===== config.mk =====
export PLATFORM = sky130hd
export DESIGN_NAME = multichannel_baseline_threshold_detector_flat
export DESIGN_NICKNAME = d
export VERILOG_FILES = /design/src/rtl/mbtd_pkg.sv /design/src/rtl/mbtd_intf.sv /design/src/rtl/mbtd_regs.sv /design/src/rtl/mbtd_split.sv /design/src/rtl/mbtd_core.sv /design/src/rtl/multichannel_baseline_threshold_detector.sv /design/src/flat_wrapper.sv
export SDC_FILE = /design/constraint.sdc
export NUM_CORES = 1
export LEC_CHECK = 0
export BUFFER_PORTS_ARGS = -buffer_cell sky130_fd_sc_hd__buf_2
export CORE_AREA = 2 2 197 276
export DETAILED_ROUTE_END_ITERATION = 10
export DIE_AREA = 0 0 199 278
export PLACE_DENSITY = 0.73
export SLEW_MARGIN = 20
export SYNTH_ARGS = -nofsm -noshare
export SYNTH_HDL_FRONTEND = slang
export SYNTH_SLANG_ARGS = --single-unit

===== constraint.sdc =====
create_clock -name clk -period 7.4 [get_ports clk]
set_clock_uncertainty 0.1 [all_clocks]
set_input_delay 0.74 -clock clk [delete_from_list [all_inputs] [get_ports clk]]
set_output_delay 0.74 -clock clk [all_outputs]
set_load 0.02 [all_outputs]

===== src/rtl/mbtd_pkg.sv =====
// shared types and constants for the multichannel baseline threshold detector
// no dependencies; used by the interfaces and every rtl module
package mbtd_pkg;

  localparam int CH_W   = 4;   // channel tag
  localparam int SMP_W  = 10;  // converter sample
  localparam int CNT_W  = 5;   // channel_count register
  localparam int OFS_W  = 10;  // detect_offset register
  localparam int RCL_W  = 16;  // recal_interval register
  localparam int REM_W  = 8;   // remainder of sample / history depth (depth <= 256)
  localparam int DATA_W = 32;
  localparam int ADDR_W = 4;

  localparam logic [CNT_W-1:0] CHANNEL_COUNT_RST  = CNT_W'(16);
  localparam logic [OFS_W-1:0] DETECT_OFFSET_RST  = OFS_W'(0);
  localparam logic [RCL_W-1:0] RECAL_INTERVAL_RST = RCL_W'(1000);

  typedef enum logic [1:0] {
    REG_CHANNEL_COUNT  = 2'd0,
    REG_DETECT_OFFSET  = 2'd1,
    REG_RECAL_INTERVAL = 2'd2
  } reg_idx_t;

  typedef struct packed {
    logic [CNT_W-1:0] channel_count;
    logic [OFS_W-1:0] detect_offset;
    logic [RCL_W-1:0] recal_interval;
  } cfg_t;

  // sample already split into quotient and remainder by the history depth
  typedef struct packed {
    logic [CH_W-1:0]  channel;
    logic [SMP_W-1:0] sample;
    logic [SMP_W-1:0] quot;
    logic [REM_W-1:0] rem;
  } item_t;

endpackage


===== src/rtl/mbtd_intf.sv =====
// valid/ready channel interfaces for sample requests and detection results
// depends on mbtd_pkg
interface mbtd_sample_if;
  logic                       valid;
  logic                       ready;
  logic [mbtd_pkg::CH_W-1:0]  channel;
  logic [mbtd_pkg::SMP_W-1:0] sample;

  modport source (output valid, channel, sample, input ready);
  modport sink   (input valid, channel, sample, output ready);
endinterface

interface mbtd_result_if;
  logic                      valid;
  logic                      ready;
  logic [mbtd_pkg::CH_W-1:0] result_channel;
  logic                      pressed;

  modport source (output valid, result_channel, pressed, input ready);
  modport sink   (input valid, result_channel, pressed, output ready);
endinterface


===== src/rtl/mbtd_regs.sv =====
// apb configuration registers: channel_count, detect_offset, recal_interval
// depends on mbtd_pkg
module mbtd_regs (
  input  logic                          clk,
  input  logic                          rst,
  input  logic                          psel,
  input  logic                          penable,
  input  logic                          pwrite,
  input  logic [mbtd_pkg::ADDR_W-1:0]   paddr,
  input  logic [mbtd_pkg::DATA_W-1:0]   pwdata,
  output logic [mbtd_pkg::DATA_W-1:0]   prdata,
  output logic                          pready,
  output mbtd_pkg::cfg_t                cfg
);

  mbtd_pkg::reg_idx_t idx;
  logic               wr;

  assign idx    = mbtd_pkg::reg_idx_t'(paddr[mbtd_pkg::ADDR_W-1:2]);
  assign wr     = psel && penable && pwrite;
  assign pready = 1'b1;

  always_ff @(posedge clk) begin
    if (rst) begin
      cfg.channel_count  <= mbtd_pkg::CHANNEL_COUNT_RST;
      cfg.detect_offset  <= mbtd_pkg::DETECT_OFFSET_RST;
      cfg.recal_interval <= mbtd_pkg::RECAL_INTERVAL_RST;
    end else if (wr) begin
      unique case (idx)
        mbtd_pkg::REG_CHANNEL_COUNT:
          cfg.channel_count <= pwdata[mbtd_pkg::CNT_W-1:0];
        mbtd_pkg::REG_DETECT_OFFSET:
          cfg.detect_offset <= pwdata[mbtd_pkg::OFS_W-1:0];
        mbtd_pkg::REG_RECAL_INTERVAL:
          cfg.recal_interval <= pwdata[mbtd_pkg::RCL_W-1:0];
        default: ;
      endcase
    end
  end

  always_comb begin
    unique case (idx)
      mbtd_pkg::REG_CHANNEL_COUNT:  prdata = mbtd_pkg::DATA_W'(cfg.channel_count);
      mbtd_pkg::REG_DETECT_OFFSET:  prdata = mbtd_pkg::DATA_W'(cfg.detect_offset);
      mbtd_pkg::REG_RECAL_INTERVAL: prdata = mbtd_pkg::DATA_W'(cfg.recal_interval);
      default:                      prdata = '0;
    endcase
  end

endmodule


===== src/rtl/mbtd_split.sv =====
// input register and two stages that split each sample into sample / depth
// and sample % depth (reciprocal multiply, then one correction step)
// depends on mbtd_pkg and mbtd_intf
module mbtd_split #(
  parameter int HISTORY_DEPTH = 16
) (
  input  logic                 clk,
  input  logic                 rst,
  mbtd_sample_if.sink          samples,
  output logic                 item_valid,
  input  logic                 item_ready,
  output mbtd_pkg::item_t      item
);

  localparam int RECIP_SH = 20;
  localparam int RECIP_W  = RECIP_SH + 1;
  localparam int PROD_W   = mbtd_pkg::SMP_W + RECIP_W;
  localparam int BACK_W   = mbtd_pkg::SMP_W + 9;
  localparam logic [RECIP_W-1:0] RECIP = RECIP_W'((1 << RECIP_SH) / HISTORY_DEPTH);

  // stage 1: input register
  logic                         s1_valid;
  logic [mbtd_pkg::CH_W-1:0]    s1_channel;
  logic [mbtd_pkg::SMP_W-1:0]   s1_sample;
  // stage 2: quotient estimate, low by at most one
  logic                         s2_valid;
  logic [mbtd_pkg::CH_W-1:0]    s2_channel;
  logic [mbtd_pkg::SMP_W-1:0]   s2_sample;
  logic [mbtd_pkg::SMP_W-1:0]   s2_quot;

  logic s1_load, s2_load, s3_load;
  logic [PROD_W-1:0]          prod;
  logic [BACK_W-1:0]          back;
  logic [BACK_W-1:0]          rem0;
  logic                       fix;
  logic [mbtd_pkg::SMP_W-1:0] quot_fix;
  logic [BACK_W-1:0]          rem_fix;

  assign s3_load       = !item_valid || item_ready;
  assign s2_load       = !s2_valid || s3_load;
  assign s1_load       = !s1_valid || s2_load;
  assign samples.ready = s1_load;

  assign prod = PROD_W'(s1_sample) * PROD_W'(RECIP);

  assign back     = BACK_W'(s2_quot) * BACK_W'(HISTORY_DEPTH);
  assign rem0     = BACK_W'(s2_sample) - back;
  assign fix      = rem0 >= BACK_W'(HISTORY_DEPTH);
  assign quot_fix = s2_quot + mbtd_pkg::SMP_W'(fix);
  assign rem_fix  = fix ? rem0 - BACK_W'(HISTORY_DEPTH) : rem0;

  always_ff @(posedge clk) begin
    if (rst) begin
      s1_valid   <= 1'b0;
      s2_valid   <= 1'b0;
      item_valid <= 1'b0;
    end else begin
      if (s1_load) s1_valid   <= samples.valid;
      if (s2_load) s2_valid   <= s1_valid;
      if (s3_load) item_valid <= s2_valid;
    end
  end

  always_ff @(posedge clk) begin
    if (s1_load) begin
      s1_channel <= samples.channel;
      s1_sample  <= samples.sample;
    end
    if (s2_load) begin
      s2_channel <= s1_channel;
      s2_sample  <= s1_sample;
      s2_quot    <= prod[RECIP_SH +: mbtd_pkg::SMP_W];
    end
    if (s3_load) begin
      item.channel <= s2_channel;
      item.sample  <= s2_sample;
      item.quot    <= quot_fix;
      item.rem     <= rem_fix[mbtd_pkg::REM_W-1:0];
    end
  end

endmodule


===== src/rtl/mbtd_core.sv =====
// per-channel calibration accumulators, baselines, round counters,
// threshold compare and the result register
// depends on mbtd_pkg and mbtd_intf
module mbtd_core #(
  parameter int MAX_CHANNELS  = 16,
  parameter int HISTORY_DEPTH = 16
) (
  input  logic             clk,
  input  logic             rst,
  input  mbtd_pkg::cfg_t   cfg,
  input  logic             item_valid,
  output logic             item_ready,
  input  mbtd_pkg::item_t  item,
  mbtd_result_if.source    results
);

  localparam int TAG_CH  = 2 ** mbtd_pkg::CH_W;
  localparam int DEPTH   = (MAX_CHANNELS < TAG_CH) ? MAX_CHANNELS : TAG_CH;
  localparam int IDX_W   = (DEPTH > 1) ? $clog2(DEPTH) : 1;
  localparam int NUM_W   = $clog2(MAX_CHANNELS + 1);
  localparam int CMP_W   = (NUM_W > mbtd_pkg::CNT_W) ? NUM_W : mbtd_pkg::CNT_W;
  localparam int RSTOR_W = (HISTORY_DEPTH > 1) ? $clog2(HISTORY_DEPTH) : 1;
  localparam int RSUM_W  = mbtd_pkg::REM_W + 1;
  localparam int ROUND_W = $clog2(HISTORY_DEPTH + 1);
  localparam int CMPV_W  = mbtd_pkg::SMP_W + 1;

  logic                               calibrating;
  logic [ROUND_W-1:0]                 calib_round;
  logic [mbtd_pkg::RCL_W-1:0]         detect_rounds;
  logic [mbtd_pkg::SMP_W-1:0]         acc_q    [DEPTH];
  logic [RSTOR_W-1:0]                 acc_r    [DEPTH];
  logic [mbtd_pkg::SMP_W-1:0]         baseline [DEPTH];

  logic                       consume;
  logic [CMP_W-1:0]           cnt_raw, num, ch_ext;
  logic                       in_use, last;
  logic [IDX_W-1:0]           idx;
  logic [RSUM_W-1:0]          rsum;
  logic                       carry;
  logic [RSTOR_W-1:0]         r_new;
  logic [mbtd_pkg::SMP_W-1:0] q_new;
  logic                       pressed;
  logic [ROUND_W-1:0]         round_inc;
  logic                       cal_done;
  logic [mbtd_pkg::RCL_W-1:0] dr_inc;
  logic                       recal;

  assign item_ready = !results.valid || results.ready;
  assign consume    = item_valid && item_ready;

  // effective channel count, saturated to 1..MAX_CHANNELS
  always_comb begin
    cnt_raw = CMP_W'(cfg.channel_count);
    if (cnt_raw == '0)                          num = CMP_W'(1);
    else if (cnt_raw > CMP_W'(MAX_CHANNELS))    num = CMP_W'(MAX_CHANNELS);
    else                                        num = cnt_raw;
  end

  assign ch_ext = CMP_W'(item.channel);
  assign in_use = ch_ext < num;
  assign last   = ch_ext == num - CMP_W'(1);
  assign idx    = item.channel[IDX_W-1:0];

  // running sum kept as quotient and remainder by the history depth
  assign rsum  = RSUM_W'(acc_r[idx]) + RSUM_W'(item.rem);
  assign carry = rsum >= RSUM_W'(HISTORY_DEPTH);
  assign r_new = carry ? RSTOR_W'(rsum - RSUM_W'(HISTORY_DEPTH)) : RSTOR_W'(rsum);
  assign q_new = acc_q[idx] + item.quot + mbtd_pkg::SMP_W'(carry);

  assign pressed = CMPV_W'(item.sample) >
                   (CMPV_W'(baseline[idx]) + CMPV_W'(cfg.detect_offset));

  assign round_inc = calib_round + ROUND_W'(1);
  assign cal_done  = round_inc == ROUND_W'(HISTORY_DEPTH);
  assign dr_inc    = detect_rounds + mbtd_pkg::RCL_W'(1);
  assign recal     = dr_inc == cfg.recal_interval;

  always_ff @(posedge clk) begin
    if (rst) begin
      calibrating   <= 1'b1;
      calib_round   <= '0;
      detect_rounds <= '0;
      results.valid <= 1'b0;
      for (int c = 0; c < DEPTH; c++) begin
        acc_q[c]    <= '0;
        acc_r[c]    <= '0;
        baseline[c] <= '0;
      end
    end else begin
      if (item_ready) begin
        results.valid <= consume && in_use && !calibrating;
      end
      if (consume && in_use) begin
        if (calibrating) begin
          acc_q[idx] <= q_new;
          acc_r[idx] <= r_new;
          if (last) begin
            if (cal_done) begin
              for (int c = 0; c < DEPTH; c++) begin
                baseline[c] <= (IDX_W'(c) == idx) ? q_new : acc_q[c];
                acc_q[c]    <= '0;
                acc_r[c]    <= '0;
              end
              calibrating   <= 1'b0;
              calib_round   <= '0;
              detect_rounds <= '0;
            end else begin
              calib_round <= round_inc;
            end
          end
        end else if (last) begin
          if (recal) begin
            detect_rounds <= '0;
            calibrating   <= 1'b1;
            calib_round   <= '0;
            for (int c = 0; c < DEPTH; c++) begin
              acc_q[c] <= '0;
              acc_r[c] <= '0;
            end
          end else begin
            detect_rounds <= dr_inc;
          end
        end
      end
    end
  end

  always_ff @(posedge clk) begin
    if (item_ready) begin
      results.result_channel <= item.channel;
      results.pressed        <= pressed;
    end
  end

  a_detect_gives_result: assert property (@(posedge clk) disable iff (rst)
    (consume && in_use && !calibrating) |=> results.valid)
    else $error("detect sample did not load a result");

  a_round_in_range: assert property (@(posedge clk) disable iff (rst)
    calib_round < ROUND_W'(HISTORY_DEPTH))
    else $error("calibration round counter past history depth");

  a_round_idle_in_detect: assert property (@(posedge clk) disable iff (rst)
    !calibrating |-> calib_round == '0)
    else $error("calibration round counter nonzero in detect mode");

  a_detect_rounds_held: assert property (@(posedge clk) disable iff (rst)
    calibrating |-> detect_rounds == '0)
    else $error("detect round counter nonzero during calibration");

  a_rem_bounded: assert property (@(posedge clk) disable iff (rst)
    item_valid |-> RSUM_W'(acc_r[idx]) < RSUM_W'(HISTORY_DEPTH))
    else $error("accumulator remainder not below history depth");

endmodule


===== src/rtl/multichannel_baseline_threshold_detector.sv =====
// multichannel baseline threshold detector, top level
// depends on mbtd_pkg, mbtd_intf, mbtd_regs, mbtd_split, mbtd_core
//
// Samples tagged with a channel come in on the samples channel, one request
// per cycle at full rate while results are taken; a request accepted goes into
// the input register, then quotient estimate, quotient correction, and the
// accumulate/compare stage loads the result register, and the block sustains
// one sample per cycle unless the result side stalls. The rate is set by the
// read-modify-write of the per-channel accumulators and the baseline compare,
// all done in one stage against flip-flop state, so consecutive samples of the
// same channel need no forwarding. After reset the block calibrates for
// HISTORY_DEPTH rounds, adding each channel's samples and giving no results; a
// round ends on any sample of the last channel in use. The sample closing the
// last round loads sum / HISTORY_DEPTH into every channel's baseline and
// switches to detect mode, where every in-use sample gives one result with
// pressed = sample > baseline + detect_offset. After recal_interval detect
// rounds (0 meaning 65536) the sums clear and calibration restarts. Samples on
// channels at or above the effective count (channel_count saturated to
// 1..MAX_CHANNELS) are dropped silently. There is no clearing pass: the
// accumulators, baselines and valid flags reset directly. Registers over APB:
// 0x0 channel_count, 0x4 detect_offset, 0x8 recal_interval; write only while
// no request is in flight.
module multichannel_baseline_threshold_detector #(
  parameter int MAX_CHANNELS  = 16,
  parameter int HISTORY_DEPTH = 16
) (
  input  logic                         clk,
  input  logic                         rst,
  // apb configuration port
  input  logic                         psel,
  input  logic                         penable,
  input  logic                         pwrite,
  input  logic [mbtd_pkg::ADDR_W-1:0]  paddr,
  input  logic [mbtd_pkg::DATA_W-1:0]  pwdata,
  output logic [mbtd_pkg::DATA_W-1:0]  prdata,
  output logic                         pready,
  // sample requests and detection results
  mbtd_sample_if.sink                  samples,
  mbtd_result_if.source                results
);

  mbtd_pkg::cfg_t  cfg;
  mbtd_pkg::item_t item;
  logic            item_valid;
  logic            item_ready;

  // register file, fields go straight to the core
  mbtd_regs u_regs (
    .clk     (clk),
    .rst     (rst),
    .psel    (psel),
    .penable (penable),
    .pwrite  (pwrite),
    .paddr   (paddr),
    .pwdata  (pwdata),
    .prdata  (prdata),
    .pready  (pready),
    .cfg     (cfg)
  );

  // front end: register the request and split the sample by the depth,
  // so the core only adds a quotient and a remainder
  mbtd_split #(
    .HISTORY_DEPTH (HISTORY_DEPTH)
  ) u_split (
    .clk        (clk),
    .rst        (rst),
    .samples    (samples),
    .item_valid (item_valid),
    .item_ready (item_ready),
    .item       (item)
  );

  // calibration / detect state and the result register; it keeps taking
  // items while the result register is free or being drained
  mbtd_core #(
    .MAX_CHANNELS  (MAX_CHANNELS),
    .HISTORY_DEPTH (HISTORY_DEPTH)
  ) u_core (
    .clk        (clk),
    .rst        (rst),
    .cfg        (cfg),
    .item_valid (item_valid),
    .item_ready (item_ready),
    .item       (item),
    .results    (results)
  );

endmodule


===== src/flat_wrapper.sv =====
// flat-port wrapper written by rule: the top's interface ports become plain ports
module multichannel_baseline_threshold_detector_flat 
#(
  parameter int MAX_CHANNELS  = 16,
  parameter int HISTORY_DEPTH = 16
)
  (clk, rst, psel, penable, pwrite, paddr, pwdata, prdata, pready, samples_valid, samples_channel, samples_sample, samples_ready, results_valid, results_result_channel, results_pressed, results_ready);
  mbtd_sample_if samples_i ();
  mbtd_result_if results_i ();
  input  logic clk;
  input  logic rst;
  input  logic psel;
  input  logic penable;
  input  logic pwrite;
  input  logic [mbtd_pkg::ADDR_W-1:0] paddr;
  input  logic [mbtd_pkg::DATA_W-1:0] pwdata;
  output logic [mbtd_pkg::DATA_W-1:0] prdata;
  output logic pready;
  input wire logic [$bits(samples_i.valid)-1:0] samples_valid;
  input wire logic [$bits(samples_i.channel)-1:0] samples_channel;
  input wire logic [$bits(samples_i.sample)-1:0] samples_sample;
  output wire logic [$bits(samples_i.ready)-1:0] samples_ready;
  output wire logic [$bits(results_i.valid)-1:0] results_valid;
  output wire logic [$bits(results_i.result_channel)-1:0] results_result_channel;
  output wire logic [$bits(results_i.pressed)-1:0] results_pressed;
  input wire logic [$bits(results_i.ready)-1:0] results_ready;
  assign samples_i.valid = samples_valid;
  assign samples_i.channel = samples_channel;
  assign samples_i.sample = samples_sample;
  assign samples_ready = samples_i.ready;
  assign results_valid = results_i.valid;
  assign results_result_channel = results_i.result_channel;
  assign results_pressed = results_i.pressed;
  assign results_i.ready = results_ready;
  multichannel_baseline_threshold_detector #(.MAX_CHANNELS(MAX_CHANNELS), .HISTORY_DEPTH(HISTORY_DEPTH)) u_core (.clk(clk), .rst(rst), .psel(psel), .penable(penable), .pwrite(pwrite), .paddr(paddr), .pwdata(pwdata), .prdata(prdata), .pready(pready), .samples(samples_i), .results(results_i));
endmodule

==> out/results.ini <==
[run_status]
status=completed

[synthesis]
yosys.area_share.simple=0.1382
yosysWarningCount=0
synth_compound_area_frac=0.07380
synth_area_um2=23990
synth_fa_ha_area_frac=0.02211
avgSynthCellArea_um2=12.17
synth-seq-area-share=0.5904
synth_ff_type=edfxtp_1
synth_mux_area_frac=0.1210
syn_inst=1972
ys_types=71
yosysTopAreaCell=edfxtp_1
async_flop_share=0
yosys-top-cells-area=edfxtp_1 54%, mux4_2 11%, nor2_1 5.4%
synth_top_family_by_area=simple AND/OR/NAND/NOR gates
synth_xor_xnor_area_share=0.01857
synth_edf_count=431
ys_ff_latch=492
synth.top_cell.area_share=0.5395

[place]
gp_congestion=0.9004
io_buffers=61
hpwl_mm=46.18

[clock_network]
cts_root_buf=clkbuf_16
clockBufferDepth=3
cts_tree=built
path_clk_slew_ps=60
cts_buffers=45
h-tree-depth=2
clk_latency_ps=570
cts.sinks=492
hold_buffers=0
cts_resized=0
cts_setup_buffers=0

[power_and_ir_drop]
power_density_nw_per_um2=238.3
power_mw=6.314
ir_drop_mv=0.1801
p_int_mw=4.721
seqPwrFrac=0.504
pwr-share-clk=0.373
p_sw_mw=1.593
switching_share=0.2523
combPwrFrac=0.123
leakage_nw=9.318

[job]
drv_cap=0

[floorplanning]
die_w_um=199
fp.dieH_um=278
die_area_um2=55320
initial_core_util=0.4533
ioPinCount=97
core-area_um2=52930
num_rows=100

[global_routing]
grt_max_degree=86
antenna_found_initial=1
grt_pass1_vias=16810
grt_usage=0.2521
grt_pass1_wl_mm=102.2
grt_overflow=0

[timing]
min_period_ps=5934
finalHoldViolCount=0
rsz0062_at_grt=no
tightest_slew_ps=1184
setup_viol=0
max_slew_margin=0.2085
hold_ws_ps=246.6
setup_tns_ps=0
drv_slew=0
final.period_utilization=0.8019
fmax_mhz=168.5

[final_layout]
fillers=4453
areaGrowthSynthToFinish_pct=10.43
layout-drive-gt1-share=0.1687
fin_nets=2080

[setup_path]
r2r_slack_ps=1470
cp.arrival_ps=6110
worstPathMaxFanout=32
critPathCaptureType=flop
rr_worst_depth=18
worst-setup-path-type=flop to flop
start_kind=flop
crit_required_ps=7570

[drt]
routed_wl_mm=68.45
wl_per_cell_um=25.07
drt-vias-per-instance=6.039
drc=0
drt.antenna.violating_nets=0
firstDrtPassIters=8
first_iter_violations=1868
vias=16490

[min_path]
worst_hold_path_type=primary input to flop
min_path_cells=1

## registers in the layout, indices dropped and copies added (netlist names), 4 cells and up, named ones only
| register | cells |
|---|---|
| u_core.u_core.acc_q | 160 |
| u_core.u_core.baseline | 160 |
| u_core.u_core.acc_r | 64 |
| u_core.u_regs.cfg | 31 |
| u_core.u_core.detect_rounds | 16 |
| u_core.u_split.item | 14 |
| u_core.u_split.s1_sample | 10 |
| u_core.u_split.s2_sample | 10 |
| u_core.u_core.calib_round | 5 |
| u_core.u_core.results.result_channel | 4 |
| u_core.u_split.s1_channel | 4 |
| u_core.u_split.s2_channel | 4 |
## cells in the mapped netlist (6+ instances only)
master	n
edfxtp_1	431
nor2_1	344
nand2_1	286
a21oi_1	153
mux4_2	120
clkbuf_1	90
dfxtp_1	61
a211oi_1	58
buf_2	36
ha_1	36
xnor2_1	34
o21ai_0	32
nand3_1	29
inv_1	27
buf_4	22
mux2i_1	20
xor2_1	15
nor3_1	13
buf_1	10
a21o_1	9
nand2b_1	9
nand4_1	9
nor2b_1	9
and2_1	8
or3_1	8
nor4_1	6
## final timing paths
| kind | start | to |
|---|---|---|
| hold reg to reg | u_core.u_split.s2_sample[9] | u_core.u_split.item[13] |
| setup reg to reg | flop | u_core.u_core.baseline[9][8] |
| hold / removal | samples_sample[1] | u_core.u_split.s1_sample[1] |
| setup / recovery | flop | u_core.u_core.baseline[9][8] |
## layout by cell type (no fill, tap or decap), types with 13 or more instances in the layout
cell	n
nor3_1	13
nor2_1	339
a21oi_1	152
mux4_2	120
a211oi_1	58
inv_1	27
clkbuf_16	46
mux2i_1	20
nand3_1	28
dfxtp_1	58
nand2_1	285
o21ai_0	32
buf_4	47
buf_2	60
xnor2_1	29
ha_1	36
edfxtp_1	431
conb_1	17
xor2_1	14
## per-layer routing
metal	up-vias	global-route usage	share of wire
met5	-	0	0
met4	0	0.1889	0.086
met3	281	0.04896	0.090
met2	952	0.4287	0.50
met1	8056	0.2780	0.32
li1	7198	-	-
## critical path, stage by stage, from the launching register on
cell      delay, ps
dfxtp_4         740
mux4_2          610
mux4_2          490
ha_1            210
inv_1            70
fa_1            200
nor2b_1          50
o21ai_0         180
nand2b_1        140
fa_1            440
fa_1            450
a21o_1          180
a21oi_1         370
o21bai_1        170
a21oi_1         380
nor2_1          160
xnor2_2         160
buf_4           340
a211oi_1        140
## cells by family after synthesis
logic type                 count (synthesis)
and+or+nand+nor                          769
adders and majority gates                 40
xor gates and xnor gates                  50
other                                      2
muxes                                    140
buffers and inverters                    188
AOI/OAI and AO/OA                        291
DFF                                      492
## final cells by class
type	instances	area, um2	share of cell area
diodes	1	2.502	0.00009446
inverters	27	101.3	0.003826
multi-input cells	1307	9144	0.3452
clock buffers	53	1177	0.04444
repair buffers	110	713.2	0.02692
flip-flops and latches	492	14170	0.5350
clock inverters	26	287.8	0.01086
well taps	714	893.4	0.03372
## power groups by stage
stage	logic (mW)	registers (mW)	clock network, mW
2_1_floorplan	0.514	3.22	0
3_3_place_gp	0.745	3.23	0
3_5_place_dp	0.759	3.24	0
4_1_cts	0.763	3.18	2.38
5_1_grt	0.827	3.19	2.48
6_report	0.775	3.18	2.36
## through the flow
stage                     instance area [um2]  cells  utilization  setup slack (ps)
after floorplan                         24050   1987            -             775.1
after global placement                  25000   2650       0.4723              1319
after detailed placement                25000   2650       0.4724              1271
after CTS                               26470   2729       0.5000              1233
after global routing                    26490   2730       0.5005              1104
final                                   26490   2730       0.5005              1466
Power figures use the tool's default switching activity.
